--- src/wsdf_pkg.sv ---
`default_nettype none

package wsdf_pkg;

   // field widths
   localparam int DATA_W = 8;
   localparam int LEN_W  = 64;
   localparam int KEY_W  = 32;
   localparam int CNT_W  = 4;

   // header parse phases
   typedef enum logic [2:0] {
      PH_B0,
      PH_B1,
      PH_EXT16,
      PH_EXT64,
      PH_MASK,
      PH_DATA
   } phase_type;

   // result kinds
   localparam logic [1:0] KIND_HEADER  = 2'd0;
   localparam logic [1:0] KIND_PAYLOAD = 2'd1;
   localparam logic [1:0] KIND_ERROR   = 2'd2;

   // result status codes
   localparam logic [1:0] ST_OK    = 2'd0;
   localparam logic [1:0] ST_PROTO = 2'd1;
   localparam logic [1:0] ST_CTRL  = 2'd2;

   // header constants
   localparam logic [7:0]       RSV_BITS     = 8'h70;
   localparam logic [3:0]       OPC_CTRL_BIT = 4'h8;
   localparam logic [3:0]       OPC_RSV_LO   = 4'h3;
   localparam logic [3:0]       OPC_RSV_MID  = 4'h7;
   localparam logic [3:0]       OPC_RSV_HI   = 4'hB;
   localparam logic [6:0]       LEN7_EXT16   = 7'd126;
   localparam logic [6:0]       LEN7_EXT64   = 7'd127;
   localparam logic [6:0]       CTRL_MAX_LEN = 7'd125;
   localparam logic [LEN_W-1:0] MIN_LEN16    = 64'd126;
   localparam logic [LEN_W-1:0] MAX_SHORT64  = 64'hFFFF;
   localparam logic [CNT_W-1:0] EXT16_BYTES  = 4'd2;
   localparam logic [CNT_W-1:0] EXT64_BYTES  = 4'd8;
   localparam logic [CNT_W-1:0] KEY_BYTES    = 4'd4;

   // one result item
   typedef struct packed {
      logic [1:0]        kind;
      logic [1:0]        status;
      logic [3:0]        opcode;
      logic              fin;
      logic [LEN_W-1:0]  frame_len;
      logic [DATA_W-1:0] payload_byte;
      logic              last_byte;
   } rsp_type;

   // opcodes 3..7 and 11..15 are reserved
   function automatic logic is_reserved_op(input logic [3:0] op);
      is_reserved_op = ((op >= OPC_RSV_LO) && (op <= OPC_RSV_MID)) || (op >= OPC_RSV_HI);
   endfunction

endpackage

`default_nettype wire

--- src/wsdf_req_if.sv ---
`default_nettype none

interface wsdf_req_if;
   import wsdf_pkg::*;

   logic              valid;
   logic              ready;
   logic [DATA_W-1:0] data_byte;

   modport source (output valid, output data_byte, input ready);
   modport sink   (input valid, input data_byte, output ready);

endinterface

`default_nettype wire

--- src/wsdf_rsp_if.sv ---
`default_nettype none

interface wsdf_rsp_if;
   import wsdf_pkg::*;

   logic              valid;
   logic              ready;
   logic [1:0]        kind;
   logic [1:0]        status;
   logic [3:0]        opcode;
   logic              fin;
   logic [LEN_W-1:0]  frame_len;
   logic [DATA_W-1:0] payload_byte;
   logic              last_byte;

   modport source (output valid, output kind, output status, output opcode, output fin,
                   output frame_len, output payload_byte, output last_byte, input ready);
   modport sink   (input valid, input kind, input status, input opcode, input fin,
                   input frame_len, input payload_byte, input last_byte, output ready);

endinterface

`default_nettype wire

--- src/websocket_frame_deframer.sv ---
// a byte is held in the input register and its item in the result register
// throughput: one byte per cycle unless the output stalls, set by the single
//   parse stage between input and result registers, which advance together
// reset (synchronous): parser waits for the first header byte, all parser
//   state, halt flag and both stage valid flags cleared; no clearing pass
`default_nettype none

module websocket_frame_deframer (
   input wire logic   clock,
   input wire logic   reset,
   wsdf_req_if.sink   req_chan,
   wsdf_rsp_if.source rsp_chan
);
   import wsdf_pkg::*;

   // input stage
   logic              in_valid_ff;
   logic [DATA_W-1:0] in_byte_ff;

   // parser state
   phase_type         phase_ff, phase_in;
   logic [CNT_W-1:0]  header_count_ff, header_count_in;
   logic [7:0]        first_byte_ff, first_byte_in;
   logic [LEN_W-1:0]  length_accum_ff, length_accum_in;
   logic [KEY_W-1:0]  xor_key_ff, xor_key_in;
   logic [LEN_W-1:0]  remaining_ff, remaining_in;
   logic [1:0]        mask_index_ff, mask_index_in;
   logic              halted_ff, halted_in;

   // result stage
   logic              out_valid_ff;
   rsp_type           out_ff;

   logic              out_free;
   logic              advance;
   logic              work;
   logic              res_valid;
   rsp_type           res;

   // decode of the current byte
   logic [DATA_W-1:0] b;
   logic [6:0]        len7;
   logic              err_rsv, err_op, err_ctrl, err_mask, b1_err;
   logic [1:0]        b1_status;
   logic [LEN_W-1:0]  accum_shift;
   logic [CNT_W-1:0]  count_inc;
   logic              ext_done, ext_err, key_done, last;
   logic [4:0]        key_wr_pos, key_rd_pos;

   // handshake
   assign out_free       = !out_valid_ff || rsp_chan.ready;
   assign advance        = in_valid_ff && out_free;
   assign work           = advance && !halted_ff;
   assign req_chan.ready = !in_valid_ff || out_free;

   // input register
   always_ff @(posedge clock) begin
      if (reset) begin
         in_valid_ff <= 1'b0;
      end else if (req_chan.valid && req_chan.ready) begin
         in_valid_ff <= 1'b1;
      end else if (advance) begin
         in_valid_ff <= 1'b0;
      end
      if (req_chan.valid && req_chan.ready) begin
         in_byte_ff <= req_chan.data_byte;
      end
   end

   // header checks and length / key arithmetic
   always_comb begin
      b           = in_byte_ff;
      len7        = b[6:0];
      err_rsv     = (first_byte_ff & RSV_BITS) != 8'h00;
      err_op      = is_reserved_op(first_byte_ff[3:0]);
      err_ctrl    = ((first_byte_ff[3:0] & OPC_CTRL_BIT) != 4'h0)
                    && (!first_byte_ff[7] || (len7 > CTRL_MAX_LEN));
      err_mask    = !b[7];
      b1_err      = err_rsv || err_op || err_ctrl || err_mask;
      b1_status   = (!err_rsv && !err_op && err_ctrl) ? ST_CTRL : ST_PROTO;
      accum_shift = {length_accum_ff[LEN_W-DATA_W-1:0], b};
      count_inc   = header_count_ff + 4'd1;
      ext_done    = ((phase_ff == PH_EXT16) && (count_inc == EXT16_BYTES))
                    || ((phase_ff == PH_EXT64) && (count_inc == EXT64_BYTES));
      ext_err     = (phase_ff == PH_EXT16) ? (accum_shift < MIN_LEN16)
                                           : (accum_shift <= MAX_SHORT64);
      key_done    = count_inc == KEY_BYTES;
      last        = remaining_ff == 64'd1;
      key_wr_pos  = {header_count_ff[1:0], 3'b000};
      key_rd_pos  = {mask_index_ff, 3'b000};
   end

   // next state
   always_comb begin
      phase_in        = phase_ff;
      header_count_in = header_count_ff;
      first_byte_in   = first_byte_ff;
      length_accum_in = length_accum_ff;
      xor_key_in      = xor_key_ff;
      remaining_in    = remaining_ff;
      mask_index_in   = mask_index_ff;
      halted_in       = halted_ff;
      if (work) begin
         unique case (phase_ff)
            PH_B1: begin
               if (b1_err) begin
                  halted_in = 1'b1;
               end else begin
                  header_count_in = '0;
                  length_accum_in = '0;
                  if (len7 == LEN7_EXT16) begin
                     phase_in = PH_EXT16;
                  end else if (len7 == LEN7_EXT64) begin
                     phase_in = PH_EXT64;
                  end else begin
                     length_accum_in = {{(LEN_W-7){1'b0}}, len7};
                     phase_in        = PH_MASK;
                  end
               end
            end
            PH_EXT16, PH_EXT64: begin
               length_accum_in = accum_shift;
               header_count_in = count_inc;
               if (ext_done) begin
                  if (ext_err) begin
                     halted_in = 1'b1;
                  end else begin
                     header_count_in = '0;
                     phase_in        = PH_MASK;
                  end
               end
            end
            PH_MASK: begin
               xor_key_in[key_wr_pos +: 8] = xor_key_ff[key_wr_pos +: 8] | b;
               header_count_in = count_inc;
               if (key_done) begin
                  header_count_in = '0;
                  remaining_in    = length_accum_ff;
                  mask_index_in   = '0;
                  phase_in        = (length_accum_ff == '0) ? PH_B0 : PH_DATA;
               end
            end
            PH_DATA: begin
               remaining_in  = remaining_ff - 64'd1;
               mask_index_in = mask_index_ff + 2'd1;
               if (last) begin
                  phase_in = PH_B0;
               end
            end
            default: begin
               first_byte_in   = b;
               xor_key_in      = '0;
               header_count_in = '0;
               phase_in        = PH_B1;
            end
         endcase
      end
   end

   // result item
   always_comb begin
      res_valid        = 1'b0;
      res.kind         = KIND_HEADER;
      res.status       = ST_OK;
      res.opcode       = first_byte_ff[3:0];
      res.fin          = first_byte_ff[7];
      res.frame_len    = '0;
      res.payload_byte = '0;
      res.last_byte    = 1'b0;
      if (work) begin
         unique case (phase_ff)
            PH_B1: begin
               if (b1_err) begin
                  res_valid  = 1'b1;
                  res.kind   = KIND_ERROR;
                  res.status = b1_status;
               end
            end
            PH_EXT16, PH_EXT64: begin
               if (ext_done && ext_err) begin
                  res_valid  = 1'b1;
                  res.kind   = KIND_ERROR;
                  res.status = ST_PROTO;
               end
            end
            PH_MASK: begin
               if (key_done) begin
                  res_valid     = 1'b1;
                  res.kind      = KIND_HEADER;
                  res.frame_len = length_accum_ff;
               end
            end
            PH_DATA: begin
               res_valid        = 1'b1;
               res.kind         = KIND_PAYLOAD;
               res.frame_len    = length_accum_ff;
               res.payload_byte = b ^ xor_key_ff[key_rd_pos +: 8];
               res.last_byte    = last;
            end
            default: begin
               res_valid = 1'b0;
            end
         endcase
      end
   end

   // state registers
   always_ff @(posedge clock) begin
      if (reset) begin
         phase_ff        <= PH_B0;
         header_count_ff <= '0;
         first_byte_ff   <= '0;
         length_accum_ff <= '0;
         xor_key_ff      <= '0;
         remaining_ff    <= '0;
         mask_index_ff   <= '0;
         halted_ff       <= 1'b0;
      end else begin
         phase_ff        <= phase_in;
         header_count_ff <= header_count_in;
         first_byte_ff   <= first_byte_in;
         length_accum_ff <= length_accum_in;
         xor_key_ff      <= xor_key_in;
         remaining_ff    <= remaining_in;
         mask_index_ff   <= mask_index_in;
         halted_ff       <= halted_in;
      end
   end

   // result register
   always_ff @(posedge clock) begin
      if (reset) begin
         out_valid_ff <= 1'b0;
      end else if (advance && res_valid) begin
         out_valid_ff <= 1'b1;
      end else if (rsp_chan.ready) begin
         out_valid_ff <= 1'b0;
      end
      if (advance && res_valid) begin
         out_ff <= res;
      end
   end

   assign rsp_chan.valid        = out_valid_ff;
   assign rsp_chan.kind         = out_ff.kind;
   assign rsp_chan.status       = out_ff.status;
   assign rsp_chan.opcode       = out_ff.opcode;
   assign rsp_chan.fin          = out_ff.fin;
   assign rsp_chan.frame_len    = out_ff.frame_len;
   assign rsp_chan.payload_byte = out_ff.payload_byte;
   assign rsp_chan.last_byte    = out_ff.last_byte;

   // once halted no further item is produced
   a_halt_silent: assert property (@(posedge clock) disable iff (reset)
      halted_ff |-> !res_valid)
      else $error("result produced while halted");

   // an error item always leaves the parser halted
   a_error_halts: assert property (@(posedge clock) disable iff (reset)
      (advance && res_valid && (res.kind == KIND_ERROR)) |=> halted_ff)
      else $error("error item without halt");

   // payload phase never runs with nothing left to deliver
   a_data_left: assert property (@(posedge clock) disable iff (reset)
      (phase_ff == PH_DATA) |-> (remaining_ff != '0))
      else $error("payload phase with zero bytes remaining");

   // the last flag only marks payload items
   a_last_payload: assert property (@(posedge clock) disable iff (reset)
      (out_valid_ff && out_ff.last_byte) |-> (out_ff.kind == KIND_PAYLOAD))
      else $error("last flag on a non-payload item");

endmodule

`default_nettype wire
--- src/flat_wrapper.sv ---
// flat-port wrapper written by rule: the top's interface ports become plain ports
module websocket_frame_deframer_flat import wsdf_pkg::*;
  (clock, reset, req_chan_valid, req_chan_data_byte, req_chan_ready, rsp_chan_valid, rsp_chan_kind, rsp_chan_status, rsp_chan_opcode, rsp_chan_fin, rsp_chan_frame_len, rsp_chan_payload_byte, rsp_chan_last_byte, rsp_chan_ready);
  wsdf_req_if req_chan_i ();
  wsdf_rsp_if rsp_chan_i ();
  input wire logic clock;
  input wire logic reset;
  input wire logic [$bits(req_chan_i.valid)-1:0] req_chan_valid;
  input wire logic [$bits(req_chan_i.data_byte)-1:0] req_chan_data_byte;
  output wire logic [$bits(req_chan_i.ready)-1:0] req_chan_ready;
  output wire logic [$bits(rsp_chan_i.valid)-1:0] rsp_chan_valid;
  output wire logic [$bits(rsp_chan_i.kind)-1:0] rsp_chan_kind;
  output wire logic [$bits(rsp_chan_i.status)-1:0] rsp_chan_status;
  output wire logic [$bits(rsp_chan_i.opcode)-1:0] rsp_chan_opcode;
  output wire logic [$bits(rsp_chan_i.fin)-1:0] rsp_chan_fin;
  output wire logic [$bits(rsp_chan_i.frame_len)-1:0] rsp_chan_frame_len;
  output wire logic [$bits(rsp_chan_i.payload_byte)-1:0] rsp_chan_payload_byte;
  output wire logic [$bits(rsp_chan_i.last_byte)-1:0] rsp_chan_last_byte;
  input wire logic [$bits(rsp_chan_i.ready)-1:0] rsp_chan_ready;
  assign req_chan_i.valid = req_chan_valid;
  assign req_chan_i.data_byte = req_chan_data_byte;
  assign req_chan_ready = req_chan_i.ready;
  assign rsp_chan_valid = rsp_chan_i.valid;
  assign rsp_chan_kind = rsp_chan_i.kind;
  assign rsp_chan_status = rsp_chan_i.status;
  assign rsp_chan_opcode = rsp_chan_i.opcode;
  assign rsp_chan_fin = rsp_chan_i.fin;
  assign rsp_chan_frame_len = rsp_chan_i.frame_len;
  assign rsp_chan_payload_byte = rsp_chan_i.payload_byte;
  assign rsp_chan_last_byte = rsp_chan_i.last_byte;
  assign rsp_chan_i.ready = rsp_chan_ready;
  websocket_frame_deframer u_core (.clock(clock), .reset(reset), .req_chan(req_chan_i), .rsp_chan(rsp_chan_i));
endmodule
--- config.mk ---
export PLATFORM = sky130hd
export DESIGN_NAME = websocket_frame_deframer_flat
export DESIGN_NICKNAME = d
export VERILOG_FILES = /design/src/wsdf_pkg.sv /design/src/wsdf_req_if.sv /design/src/wsdf_rsp_if.sv /design/src/websocket_frame_deframer.sv /design/src/flat_wrapper.sv
export SDC_FILE = /design/constraint.sdc
export NUM_CORES = 1
export LEC_CHECK = 0
export BUFFER_PORTS_ARGS = -buffer_cell sky130_fd_sc_hd__buf_2
export CAP_MARGIN = 10
export CELL_PAD_IN_SITES_DETAIL_PLACEMENT = 1
export CELL_PAD_IN_SITES_GLOBAL_PLACEMENT = 2
export CORE_MARGIN = 3
export CORE_UTILIZATION = 37
export DETAILED_ROUTE_END_ITERATION = 8
export PLACE_DENSITY_LB_ADDON = 0.3
export SLEW_MARGIN = 10
export SYNTH_ARGS = -nofsm -noshare
export SYNTH_HDL_FRONTEND = slang
export SYNTH_SLANG_ARGS = --single-unit
--- constraint.sdc ---
create_clock -name clock -period 9.16 [get_ports clock]
set_input_delay 1.374 -clock clock [delete_from_list [all_inputs] [get_ports clock]]
set_output_delay 1.374 -clock clock [all_outputs]
set_load 0.01 [all_outputs]
# Word level (Yosys, flattened, before mapping)
# Cells that the tools add are included.
[op_classes]
addsub = 4
order_cmp = 6
eq_ne = 18
shifts = 4
mux = 45
bitwise = 5
reduce_logical = 43
[ops]
columns = ["op", "n"]
rows = [
  ["case mux 64 bit (2 select lines)", 3],
  ["2-to-1 mux 64 bit", 4],
  ["equality test 64 x 1 -> 1 bit, second input constant", 1],
  ["<= comparator 64 x 16 -> 1 bit, second input constant", 1],
  ["zero test 64 bit", 1],
  ["less-than comparator 64 x 7 -> 1 bit, second input constant", 1],
  ["case mux 32 bit (2 select lines)", 1],
  ["variable part select 32 x 6 -> 8 bit", 2],
  ["subtractor 64 x 1 -> 64 bit, second input constant", 1],
  ["bitwise mux 32 bit", 1],
  ["variable shift 8 x 7 -> 32 bit, first input constant", 1],
  ["variable part select 8 x 7 -> 32 bit", 1],
  ["2-to-1 mux 3 bit", 8],
  ["2-to-1 mux 4 bit", 6],
  ["case mux 4 bit (4 select lines)", 1],
  ["equality test 7 bit, second input constant", 2],
  ["2-to-1 mux 1 bit", 12],
  ["case mux 3 bit (4 select lines)", 1],
  ["logical AND 1 bit", 11],
  ["inequality test 2 x 1 -> 1 bit, second input constant", 5],
  ["AND reduction 3 bit", 3],
  ["logical OR 1 bit", 8],
  ["OR 8 bit", 1],
  ["case mux 2 bit (2 select lines)", 2],
  ["other kinds (30)", 47],
]
[totals]
ff_bits = 270
input_bits = 12
out_inout_bits = 84
wordCells = 143

# Depth between registers and ports, before layout
# Gate-level depths: netlist (run 1).
[depth]
depth_word = 11
ltp_mapped = 11
depth_no_buf = 9

# Worst setup path after synthesis (run 1)
# No wires, ideal clock.
[synth_timing]
path_type = "input to register"
start = "in rsp_chan_ready"
end = "reg u_core.out_ff, in the netlist u_core.rsp_chan.fin, enable pin"
setup_time_ps = 573
arrival_ps = 6224
required_ps = 8587
slack_ps = 2363
cell_stages = 4
path_buffers = 1
cell_sequence = "nor2b_1 -> or3b_2 -> clkbuf_1 -> a31oi_1"
[synth_between]
elab_chain_len = 5
[synth_lines]
columns = ["element", "line", "rtl"]
rows = [
  ["from (decl)", "flat_wrapper.sv:19", "input wire logic [$bits(rsp_chan_i.ready)-1:0] rsp_chan_ready;"],
  ["logical OR 1 bit (*)", "websocket_frame_deframer.sv:51", "assign out_free = !out_valid_ff || rsp_chan.ready;"],
  ["logical AND 1 bit (*)", "websocket_frame_deframer.sv:52", "assign advance = in_valid_ff && out_free;"],
  ["logical AND 1 bit", "websocket_frame_deframer.sv:53", "assign work = advance && !halted_ff;"],
  ["2-to-1 mux 1 bit", "websocket_frame_deframer.sv:170", "if (work) begin"],
  ["logical AND 1 bit (*)", "websocket_frame_deframer.sv:239", "if (advance && res_valid) begin"],
  ["to (signal assigned)", "websocket_frame_deframer.sv:240", "out_ff <= res;"],
  ["to (decl)", "websocket_frame_deframer.sv:32", "rsp_type out_ff;"],
]
# Mark *: on every way between the ends. The rest lies on a longest branch, timed or not.
# A chain may end at the register's enable or synchronous reset.

# Worst setup path after layout (run 1)
[layout_timing]
start = "reg u_core.header_count_ff[0]"
end = "reg u_core.out_ff, in the netlist u_core.rsp_chan.last_byte, enable pin"
[layout_between]
elab_chain_len = 9
elab_cells_between_ends = 13
classes_between = "add/sub: 1; eq/ne: 3; mux: 4; reduce/logical: 5"
[layout_lines]
columns = ["element", "line", "rtl"]
rows = [
  ["from (decl)", "websocket_frame_deframer.sv:22", "logic [CNT_W-1:0] header_count_ff, header_count_in;"],
  ["from (signal assigned)", "websocket_frame_deframer.sv:220", "header_count_ff <= header_count_in;"],
  ["adder 4 x 1 -> 4 bit (*)", "websocket_frame_deframer.sv:82", "count_inc = header_count_ff + 4'd1;"],
  ["equality test 4 x 2 -> 1 bit / equality test 4 bit (equally long branches)", "websocket_frame_deframer.sv:83, websocket_frame_deframer.sv:84", ""],
  ["logical AND 1 bit (on tied branches)", "websocket_frame_deframer.sv:83, websocket_frame_deframer.sv:84", ""],
  ["logical OR 1 bit", "websocket_frame_deframer.sv:84", "|| ((phase_ff == PH_EXT64) && (count_inc == EXT64_BYTES));"],
  ["logical AND 1 bit", "websocket_frame_deframer.sv:180", "if (ext_done && ext_err) begin"],
  ["2-to-1 mux 1 bit", "websocket_frame_deframer.sv:180", ""],
  ["case mux 1 bit (4 select lines) (*)", "websocket_frame_deframer.sv:171", "unique case (phase_ff)"],
  ["2-to-1 mux 1 bit (*)", "websocket_frame_deframer.sv:170", ""],
  ["logical AND 1 bit (*)", "websocket_frame_deframer.sv:239", ""],
]
# Marked as above.

==> results of run 1 <==
-- Yosys cell counts (all sizes together) (6+ instances only) --
cell	instances
nor4	37
edfxtp	90
a21oi	129
nand4	12
a221oi	20
clkbuf	89
a22oi	42
ha	8
dfxtp	180
or3	13
or2	14
xnor2	10
a211oi	14
mux4	16
and2	54
mux2i	11
a31oi	6
o21ai	66
nor2	233
nand2b	9
or4	14
nand2	165
nor3	35
inv	30
nand3	44
-- cell usage in the layout, fill, tap and decap left out, types with 14 or more instances in the layout --
cell | netlist | final
sky130_fd_sc_hd__nand2_1 | 165 | 165
sky130_fd_sc_hd__clkbuf_16 | 0 | 31
sky130_fd_sc_hd__inv_1 | 30 | 30
sky130_fd_sc_hd__edfxtp_1 | 90 | 90
sky130_fd_sc_hd__a21oi_1 | 129 | 129
sky130_fd_sc_hd__mux4_2 | 16 | 16
sky130_fd_sc_hd__a22oi_1 | 42 | 42
sky130_fd_sc_hd__a211oi_1 | 14 | 14
sky130_fd_sc_hd__a221oi_1 | 20 | 20
sky130_fd_sc_hd__nor4_1 | 37 | 37
sky130_fd_sc_hd__nand3_1 | 44 | 44
sky130_fd_sc_hd__dfxtp_1 | 180 | 180
sky130_fd_sc_hd__and2_1 | 53 | 53
sky130_fd_sc_hd__o21ai_0 | 61 | 60
sky130_fd_sc_hd__nor3_1 | 35 | 35
sky130_fd_sc_hd__or2_2 | 14 | 14
sky130_fd_sc_hd__nor2_1 | 233 | 233
sky130_fd_sc_hd__buf_2 | 0 | 94
-- state kept, by name, summed over array words and instances (netlist names) --
name and count:
u_core.b 8, u_core.first_byte_ff 8, u_core.halted_ff 1, u_core.header_count_ff 4, u_core.in_valid_ff 1, u_core.length_accum_ff 64, u_core.mask_index_ff 2, u_core.phase_ff 3
u_core.remaining_ff 64, u_core.rsp_chan.fin 1, u_core.rsp_chan.frame_len 64, u_core.rsp_chan.kind 2, u_core.rsp_chan.last_byte 1, u_core.rsp_chan.opcode 4, u_core.rsp_chan.payload_byte 8, u_core.rsp_chan.status 2
u_core.rsp_chan.valid 1, u_core.xor_key_ff 32
-- critical path: cells and delay by family, from the launching register on --
family                   cells  cell delay, ps
AO/OA/AOI/OAI                3            1410
flip-flops                   1             930
adder cells (fa/ha/maj)      1             380
AND/OR/NAND/NOR              2             230
buffers and inverters        1             690
-- cell families (layout without fill, tap and decap cells) --
logic type,count (synthesis),count (layout),synth area share [%]
muxes,29,29,3.946
buffers and inverters,126,194,3.786
adders and majority gates,8,8,0.8013
AOI/OAI and AO/OA,320,320,15.75
DFF,270,270,50.48
xor gates and xnor gates,13,13,0.9115
and+or+nand+nor,651,651,24.33
-- layer usage --
metal  vias to the layer above  GRT usage, %
met5                         -             0
met4                         0         4.834
met3                        52         2.690
met2                       237         34.90
met1                      5383         30.66
li1                       5183             -
-- where the power goes --
group | total, W | switching [W] | internal (W)
Clock | 0.00122 | 0.000493 | 0.000726
Combinational | 0.000165 | 0.000114 | 0.0000509
Sequential | 0.00126 | 0.0000145 | 0.00124
-- metrics by stage --
step                      setup slack [ps]  power, W  cells
after floorplan                       2363  0.001396   1417
after global placement                4633  0.001445   1870
after detailed placement              4614  0.001448   1870
after CTS                             4925  0.002665   1927
after global routing                  4617  0.002735   1927
final                                 5005  0.002641   1927
-- cell type report --
type	count	share of cell area (%)
flip-flops and latches	270	44.14
multi-input cells	1021	40.35
clock buffers	43	5.956
repair buffers	105	3.871
well taps	442	3.871
clock inverters	14	0.9635
inverters	32	0.8408
-- how the worst max path moves through the flow --
| stage | end | slack (ps) | depth (start not counted) |
|---|---|---|---|
| 5_1_grt | u_core.rsp_chan.last_byte | 4620 | 7 |
| 3_5_place_dp | u_core.xor_key_ff[0] | 4610 | 10 |
| 2_1_floorplan | u_core.rsp_chan.fin | 2360 | 4 |
| 6_report | u_core.rsp_chan.last_byte | 5000 | 7 |
| 3_3_place_gp | u_core.xor_key_ff[1] | 4630 | 10 |
| 4_1_cts | u_core.rsp_chan.opcode[1] | 4920 | 7 |
==> flow_summary.json, run 1 <==
{
  "synthesis.instances": 1417,
  "syn_avg_cell_area_um2": 8.816,
  "worstHoldEndpoint": "u_core.first_byte_ff[6]",
  "cpPeakStageDelay_ps": 930,
  "vias_per_cell": 5.633,
  "dieHeight_um": 189.7,
  "min_from": "u_core.first_byte_ff[6]",
  "fin_tns_setup_ps": 0,
  "grt_resource_usage_total_pct": 21.45,
  "postCtsSetupRepairBufs": 0,
  "hpwl_um": 25770,
  "cellLeakagePower_nw": 5.502,
  "grt_pass1_wl_um": 62670,
  "firstDrtPassIters": 5,
  "drtAntennaViolNets": 0,
  "initial_util_pct": 38.01,
  "timing.critical_path.from": "u_core.header_count_ff[0]",
  "layout_worst_path_cycle_share_pct": 45.36,
  "critical_path_class": "flop to flop",
  "grt_setup_unrepaired": "false",
  "timing.max_slew.rel_slack_pct": 23.07,
  "die-area_um2": 36000,
  "report.final.setup_viol": 0,
  "synth_async_sr_flop_share_pct": 0,
  "numCtsBuffers": 31,
  "netlist.top_cell.by_area": "sky130_fd_sc_hd__dfxtp_1",
  "yosysSeqAreaShare_pct": 50.48,
  "synthesis.area_um2": 12490,
  "fmaxAchievable_ghz": 0.2406,
  "worst-endpoint-arrival_ps": 4340,
  "cp_max_fo": 53,
  "fp-row-count": 66,
  "finalMaxSlewViolations": 0,
  "post_cts_hold_buffer_count": 0,
  "finalHoldViolations": 0,
  "vias": 10855,
  "route.final.wire_length_um": 39240,
  "power_density_nw_per_um2": 184.9,
  "outcome": "complete, no violations",
  "yosys_register_bits": 270,
  "post-route-drc-count": 0,
  "ys_types": 60,
  "placed_area_um2": 13300,
  "top_signal_layer_used": "met4",
  "vdd_ir_drop_max_mv": 0.1834,
  "worst_case_clock_skew_ps": 7.739,
  "crit_path_end_kind": "flop",
  "synth_fp_nets": 1437,
  "hold_path_class": "flop to flop",
  "yosysTopAreaCellShare_pct": 28.85,
  "gr-total-overflow": 0,
  "min_path_cells": 2,
  "cts_repair_resize_count": 0,
  "synth_area_leaders": "sky130_fd_sc_hd__dfxtp_1 29%, sky130_fd_sc_hd__edfxtp_1 22%, sky130_fd_sc_hd__nor2_1 7.0%, sky130_fd_sc_hd__a21oi_1 5.2%, sky130_fd_sc_hd__nand2_1 5.0%",
  "design.core.area_um2": 32870,
  "multi_input_area_um2": 5764,
  "ff_latch_area_um2": 6306,
  "worst-r2r-cell-count": 7,
  "clk_root_buffer_cell": "sky130_fd_sc_hd__clkbuf_16",
  "synth_warnings": 0,
  "worst-endpoint-required_ps": 9340,
  "synthToLayoutAreaGrowth_pct": 14.35,
  "yosys_most_used_dff": "sky130_fd_sc_hd__dfxtp_1",
  "ctsLongestPathBuffers": 3,
  "design_area_um2": 14290,
  "final_net_count": 1481,
  "antenna_found_initial": 0,
  "filler_cell_count": 3909,
  "timing.critical_path.cells": "ha_1 > nand2b_1 > nor2_1 > o21a_1 > o21ai_0 > a31oi_4 > buf_4",
  "numClockSinks": 270,
  "cpMaxStageDelayCell": "sky130_fd_sc_hd__dfxtp_1",
  "maxCapViolCount": 0,
  "cts_tree": "built",
  "first_global_vias": 11029,
  "timing.critical_path.from_type": "flop",
  "wl_met1_um": 18680,
  "critical_path.reg2reg.startpoint": "u_core.header_count_ff[0]",
  "n_antenna_cell": 0,
  "number_of_synthesized_flops_with_an_enable_pin": 90,
  "post_route_cells_drive_above_1_share_pct": 12.93,
  "grt_start_max_net_pins": 95,
  "worstMarginPinSlew_ps": 1154,
  "detail_route.wl_per_cell_um": 20.36,
  "io_buffers": 95,
  "top_level_ports": 96,
  "clkSlewWorstSetupHoldPaths_ps": 60,
  "worst_reg2reg_path_endpoint": "u_core.rsp_chan.last_byte",
  "route.met3.wl_um": 1685,
  "worst-r2r-setup-slack_ps": 5000,
  "h-tree-depth": 1,
  "final_util_pct": 43.46,
  "dr_wl_met2_um": 18100,
  "worst_hold_slack_ps": 461.3,
  "first_iter_violations": 749,
  "fp.dieW_um": 189.7,
  "post-route-min-period_ps": 4155,
  "routabilityCongestion": 0.8517,
  "worst_skew_pair_later_pin_latency_ps": 560
}
(Power assumes the default switching activity.)
==> run 2, diff against run 1 <==
--- a/config.mk
+++ b/config.mk
@@ -10,7 +10,7 @@
 export CELL_PAD_IN_SITES_DETAIL_PLACEMENT = 1
 export CELL_PAD_IN_SITES_GLOBAL_PLACEMENT = 2
 export CORE_MARGIN = 3
-export CORE_UTILIZATION = 37
+export CORE_UTILIZATION = 34
 export DETAILED_ROUTE_END_ITERATION = 8
 export PLACE_DENSITY_LB_ADDON = 0.3
 export SLEW_MARGIN = 10
==> constraint.sdc (replaced) <==
create_clock -name clock -period 3.4 [get_ports clock]
set_input_delay 0.51 -clock clock [delete_from_list [all_inputs] [get_ports clock]]
set_output_delay 0.51 -clock clock [all_outputs]
set_load 0.01 [all_outputs]
==> run 2 against run 1 <==
  * Clock power increased to 2.8 times the previous value
  * Register-to-register slack got worse by 4800 ps
  * Highest routed layer unchanged
  * Largest power group is now the clock network
  * Fmax increased by 29%
  * Cell count increased by 2.7%
  * Die area increased by 8.5%
  * Sequential power increased to 2.7 times the previous value
  * Design area increased by 3.0%
  * Non-clock buffer count increased by 35
==> flow_summary.json, run 2 (synthesis gave the netlist of run 1 again) <==
{
  "grtUsageMet3_pct": 2.371,
  "worstMarginPinSlew_ps": 948.0,
  "grt_setup_unrepaired": "false",
  "ctsLongestPathBuffers": 3,
  "dieHeight_um": 197.7,
  "final_common_cell": "sky130_fd_sc_hd__nor2_1",
  "grt_resource_usage_total_pct": 20.22,
  "grt_most_used_layer": "met2",
  "final_net_count": 1515,
  "grt_start_max_net_pins": 171,
  "route.final.wire_length_um": 40070,
  "design_area_um2": 14710,
  "critPathTopFamily": "simple AND/OR/NAND/NOR gates",
  "global_routing_usage_on_met2_pct": 33.56,
  "numCtsBuffers": 30,
  "placed_area_um2": 13650,
  "critical_path.n_buffers_inverters": 0,
  "antenna_found_initial": 1,
  "numClockSinks": 270,
  "n_antenna_cell": 0,
  "ff_latch_area_um2": 6306,
  "clk_root_buffer_cell": "sky130_fd_sc_hd__clkbuf_16",
  "power_density_nw_per_um2": 498.6,
  "postCtsSetupRepairBufs": 0,
  "first_iter_violations": 579,
  "most-common-layout-cells": "233 x sky130_fd_sc_hd__nor2_1, 180 x sky130_fd_sc_hd__dfxtp_1, 165 x sky130_fd_sc_hd__nand2_1",
  "finalHoldViolations": 0,
  "die-area_um2": 39080,
  "post-route-drc-count": 0,
  "h-tree-depth": 1,
  "vdd_ir_drop_max_mv": 0.3544,
  "timing.max_slew.rel_slack_pct": 36.80,
  "vias_per_cell": 5.493,
  "firstDrtPassIters": 4,
  "worst_case_clock_skew_ps": 18.00,
  "worst-endpoint-required_ps": 3840,
  "filler_cell_count": 4192,
  "cts_repair_resize_count": 0,
  "cpMaxStageDelayCell": "sky130_fd_sc_hd__or4_1",
  "detail_route.wl_per_cell_um": 20.25,
  "finalMaxSlewViolations": 0,
  "hold_path_class": "input port to flop",
  "cp_max_fo": 5,
  "critical_path_class": "flop to flop",
  "top_level_ports": 96,
  "power_consumption_w": 0.007333,
  "crit_path_end_kind": "flop",
  "fmaxAchievable_ghz": 0.3112,
  "clkSlewWorstSetupHoldPaths_ps": 60,
  "report.final.setup_viol": 0,
  "fin_tns_setup_ps": 0,
  "hpwl_um": 26780,
  "worst-endpoint-arrival_ps": 3660,
  "first_global_vias": 11049,
  "io_buffers": 95,
  "critical-path-top-cell-by-count": "sky130_fd_sc_hd__or4_4",
  "vias": 10870,
  "worst_skew_pair_later_pin_latency_ps": 560,
  "grt_pass1_wl_um": 63590,
  "drtAntennaViolNets": 0,
  "synthToLayoutAreaGrowth_pct": 17.73,
  "layout_worst_path_cycle_share_pct": 94.51,
  "initial_util_pct": 34.78,
  "fp.dieW_um": 197.7,
  "maxCapViolCount": 0,
  "gr-total-overflow": 0,
  "fp-row-count": 69,
  "grt_util_met1_pct": 28.47,
  "routabilityCongestion": 0.8053,
  "cpPeakStageDelay_ps": 530,
  "worst-r2r-setup-slack_ps": 190,
  "post_route_cells_drive_above_1_share_pct": 15.55,
  "design.core.area_um2": 35910,
  "outcome": "complete, no violations",
  "post_cts_hold_buffer_count": 0,
  "multi_input_area_um2": 5769,
  "cellLeakagePower_nw": 5.731,
  "cts_tree": "built",
  "timing.critical_path.cells": "or4_1 > or3_1 > or4_4 > or4_4 > a211o_1 > nor2_1 > mux2_2",
  "post-route-min-period_ps": 3213,
  "timing.critical_path.from_type": "flop"
}
## run 2: stage by stage
| step | worst slack, ps | instances | hold slack [ps] | util (%) |
|---|---|---|---|---|
| final | 186.8 | 1979 | 126.5 | 40.95 |
| after global routing | 2.289 | 1979 | 110.7 | 40.95 |
| after CTS | 200.8 | 1979 | 102.6 | 40.94 |
| after detailed placement | 203.0 | 1924 | 454.1 | 37.99 |
| after global placement | 250.6 | 1924 | 444.6 | 37.99 |
| after floorplan | 46.18 | 1417 | 423.6 | - |
## run 2: cell type report
type | instances | share of cell area [%]
multi-input combinational | 1021 | 39.23
timing repair buffer | 140 | 5.972
tap | 461 | 3.922
clock buffer | 39 | 5.751
inverter | 32 | 0.8167
sequential | 270 | 42.88
clock inverter | 16 | 1.429
## run 2: where the power goes
part | switching [W] | internal [W] | leakage [nW]
sequential | 0.0000332 | 0.00335 | 2.43
combinational | 0.000318 | 0.000160 | 2.78
clock | 0.00135 | 0.00212 | 0.523
## run 2: final timing paths
| check | endpoint | depth (start not counted) | startpoint |
|---|---|---|---|
| max | u_core.phase_ff[1] | 7 | u_core.remaining_ff[21] |
| min | u_core.b[4] | 1 | req_chan_data_byte[4] |
| max reg2reg | u_core.phase_ff[1] | 7 | u_core.remaining_ff[21] |
| min reg2reg | u_core.first_byte_ff[4] | 2 | u_core.first_byte_ff[4] |
## run 2: per-layer routing
metal / vias to the layer above / wire length (um) / part of all wire, %
li1: 5231 / - / -
met1: 5405 / 19060 / 48
met5: - / 0 / 0
met2: 182 / 18890 / 47
met3: 52 / 1336 / 3.3
met4: 0 / 790 / 2.0
## run 2: worst register-to-register path: stages (launching register included)
cell,delay [ps]
sky130_fd_sc_hd__dfxtp_1,340
sky130_fd_sc_hd__or4_1,530
sky130_fd_sc_hd__or3_1,400
sky130_fd_sc_hd__or4_4,470
sky130_fd_sc_hd__or4_4,500
sky130_fd_sc_hd__a211o_1,350
sky130_fd_sc_hd__nor2_1,170
sky130_fd_sc_hd__mux2_2,350
==> run 3, diff against run 2 <==
--- a/config.mk
+++ b/config.mk
@@ -12,7 +12,9 @@
 export CORE_MARGIN = 3
 export CORE_UTILIZATION = 34
 export DETAILED_ROUTE_END_ITERATION = 8
+export GPL_ROUTABILITY_DRIVEN = 0
 export PLACE_DENSITY_LB_ADDON = 0.3
+export SETUP_SLACK_MARGIN = 0.3
 export SLEW_MARGIN = 10
 export SYNTH_ARGS = -nofsm -noshare
 export SYNTH_HDL_FRONTEND = slang
==> run 3 against run 2 <==
  * Routed wire length decreased by 1.9%
  * Sequential share of layout area about the same
  * Total power decreased by 3.1%
  * Critical path depth unchanged
  * Clock skew decreased by 7.8 ps
  * Sequential cell count unchanged
  * Largest power group is now sequential cells
==> flow_summary.json, run 3 (synthesis gave the netlist of run 1 again) <==
{
  "final_net_count": 1515,
  "finalMaxSlewViolations": 0,
  "cts_tree": "built",
  "finalHoldViolations": 0,
  "vias_per_cell": 5.417,
  "grt_util_met1_pct": 28.16,
  "path_depth": 7,
  "fmaxAchievable_ghz": 0.3302,
  "first_iter_violations": 559,
  "min_from": "req_chan_data_byte[4]",
  "cpMaxStageDelayCell": "sky130_fd_sc_hd__or4_4",
  "critical-path-top-cell-by-count": "sky130_fd_sc_hd__or4_4",
  "worstMarginPinSlew_ps": 898.1,
  "top_level_ports": 96,
  "hpwl_um": 26260,
  "numCtsBuffers": 31,
  "grt_start_max_net_pins": 69,
  "grtUsageMet3_pct": 2.524,
  "clk_root_buffer_cell": "sky130_fd_sc_hd__clkbuf_16",
  "layout_worst_path_cycle_share_pct": 89.06,
  "placed_area_um2": 13680,
  "post-route-min-period_ps": 3028,
  "final_util_pct": 40.98,
  "route.final.wire_length_um": 39310,
  "h-tree-depth": 1,
  "cellLeakagePower_nw": 5.696,
  "detail_route.wl_per_cell_um": 19.85,
  "final_common_cell": "sky130_fd_sc_hd__nor2_1",
  "synthToLayoutAreaGrowth_pct": 17.83,
  "worst-endpoint-required_ps": 3860,
  "timing.max_slew.rel_slack_pct": 39.72,
  "maxCapViolCount": 0,
  "hold_path_class": "input port to flop",
  "outcome": "complete, no violations",
  "grt_resource_usage_total_pct": 20.11,
  "n_antenna_cell": 0,
  "critical_path.reg2reg.startpoint": "u_core.remaining_ff[20]",
  "critPathTopFamily": "simple AND/OR/NAND/NOR gates",
  "die-area_um2": 39080,
  "grt_pass1_wl_um": 62930,
  "vias": 10725,
  "io_buffers": 95,
  "worst_setup_path_endpoint": "u_core.phase_ff[1]",
  "critical_path.n_buffers_inverters": 0,
  "dieHeight_um": 197.7,
  "critical_path_class": "flop to flop",
  "clkSlewWorstSetupHoldPaths_ps": 60,
  "fin_tns_setup_ps": 0,
  "cp_max_fo": 4,
  "global_routing_usage_on_met2_pct": 33.18,
  "worst-endpoint-arrival_ps": 3490,
  "worst_reg2reg_path_endpoint": "u_core.phase_ff[1]",
  "power_density_nw_per_um2": 482.9,
  "firstDrtPassIters": 5,
  "grt_most_used_layer": "met2",
  "crit_path_end_kind": "flop",
  "gr-total-overflow": 0,
  "most-common-layout-cells": "232 x sky130_fd_sc_hd__nor2_1, 176 x sky130_fd_sc_hd__dfxtp_1, 165 x sky130_fd_sc_hd__nand2_1",
  "initial_util_pct": 34.78,
  "timing.critical_path.from_type": "flop",
  "numClockSinks": 270,
  "ctsLongestPathBuffers": 3,
  "worst-r2r-cell-count": 7,
  "design.core.area_um2": 35910,
  "cpPeakStageDelay_ps": 520,
  "antenna_found_initial": 0,
  "worst_skew_pair_later_pin_latency_ps": 570,
  "first_global_vias": 10875,
  "worst_case_clock_skew_ps": 10.18,
  "report.final.setup_viol": 0,
  "grt_setup_unrepaired": "false",
  "vdd_ir_drop_max_mv": 0.3476,
  "post_route_cells_drive_above_1_share_pct": 15.87,
  "fp.dieW_um": 197.7,
  "timing.critical_path.cells": "or4_4 > or3_4 > or4_4 > or4_4 > a211o_1 > nor2_2 > mux2_4",
  "worst-r2r-setup-slack_ps": 370,
  "timing.critical_path.from": "u_core.remaining_ff[20]",
  "design_area_um2": 14720,
  "post-route-drc-count": 0,
  "drtAntennaViolNets": 0,
  "fp-row-count": 69
}
## run 3: cell count changes in the layout (fill, tap and decap cells not counted), moves of 4 or more
cell / change
sky130_fd_sc_hd__clkbuf_1: +5
sky130_fd_sc_hd__buf_4: -4
sky130_fd_sc_hd__clkinv_1: +4
sky130_fd_sc_hd__dfxtp_1: -4
sky130_fd_sc_hd__dfxtp_2: +4
## run 3: how the worst min path moves through the flow
stage | cells past startpoint | slack, ps | end
floorplan | 0 | 420 | u_core.rsp_chan.fin
global placement | 2 | 440 | u_core.first_byte_ff[5]
CTS | 1 | 80 | u_core.b[6]
finish | 1 | 120 | u_core.b[4]
detailed placement | 2 | 450 | u_core.first_byte_ff[4]
global route | 1 | 90 | u_core.b[1]
## run 3: cell type report
type                    count  area [um2]
clock buffers              44       864.6
clock inverters            13       111.4
fillers                  4183       21200
inverters                  32       120.1
multi-input cells        1021        5827
flip-flops and latches    270        6311
well taps                 461       576.8
repair buffers            139       908.4
## run 3: where the power goes
| part | leakage (nW) | internal (W) | total (W) | switching [W] |
|---|---|---|---|---|
| registers | 2.43 | 0.00335 | 0.00338 | 0.0000336 |
| logic | 2.79 | 0.000169 | 0.000487 | 0.000319 |
| clock network | 0.477 | 0.00190 | 0.00324 | 0.00134 |
## run 3: metrics by stage
| stage | worst slack, ps | power [W] | hold slack (ps) | std cells |
|---|---|---|---|---|
| finish | 371.9 | 0.007109 | 119.3 | 1980 |
| detailed placement | 217.0 | 0.003931 | 451.6 | 1920 |
| CTS | 304.9 | 0.007217 | 78.61 | 1978 |
| global placement | 254.3 | 0.003923 | 442.8 | 1920 |
| global route | 283.9 | 0.007404 | 92.64 | 1980 |
| floorplan | 257.7 | 0.003762 | 423.6 | 1417 |
## run 3: per-layer routing
| layer | vias up | routed length (um) |
|---|---|---|
| met2 | 151 | 18350 |
| met1 | 5293 | 18860 |
| met5 | - | 0 |
| li1 | 5235 | - |
| met4 | 0 | 774 |
| met3 | 46 | 1326 |
## run 3: what timing repair did
action | 4_1_cts | 5_1_grt
buffers inserted | 1 | 2
pin swaps | 4 | 4
resized for setup | 5 | 6
endpoints found under the setup margin | 3 | 27
hold buffers | 0 | 0
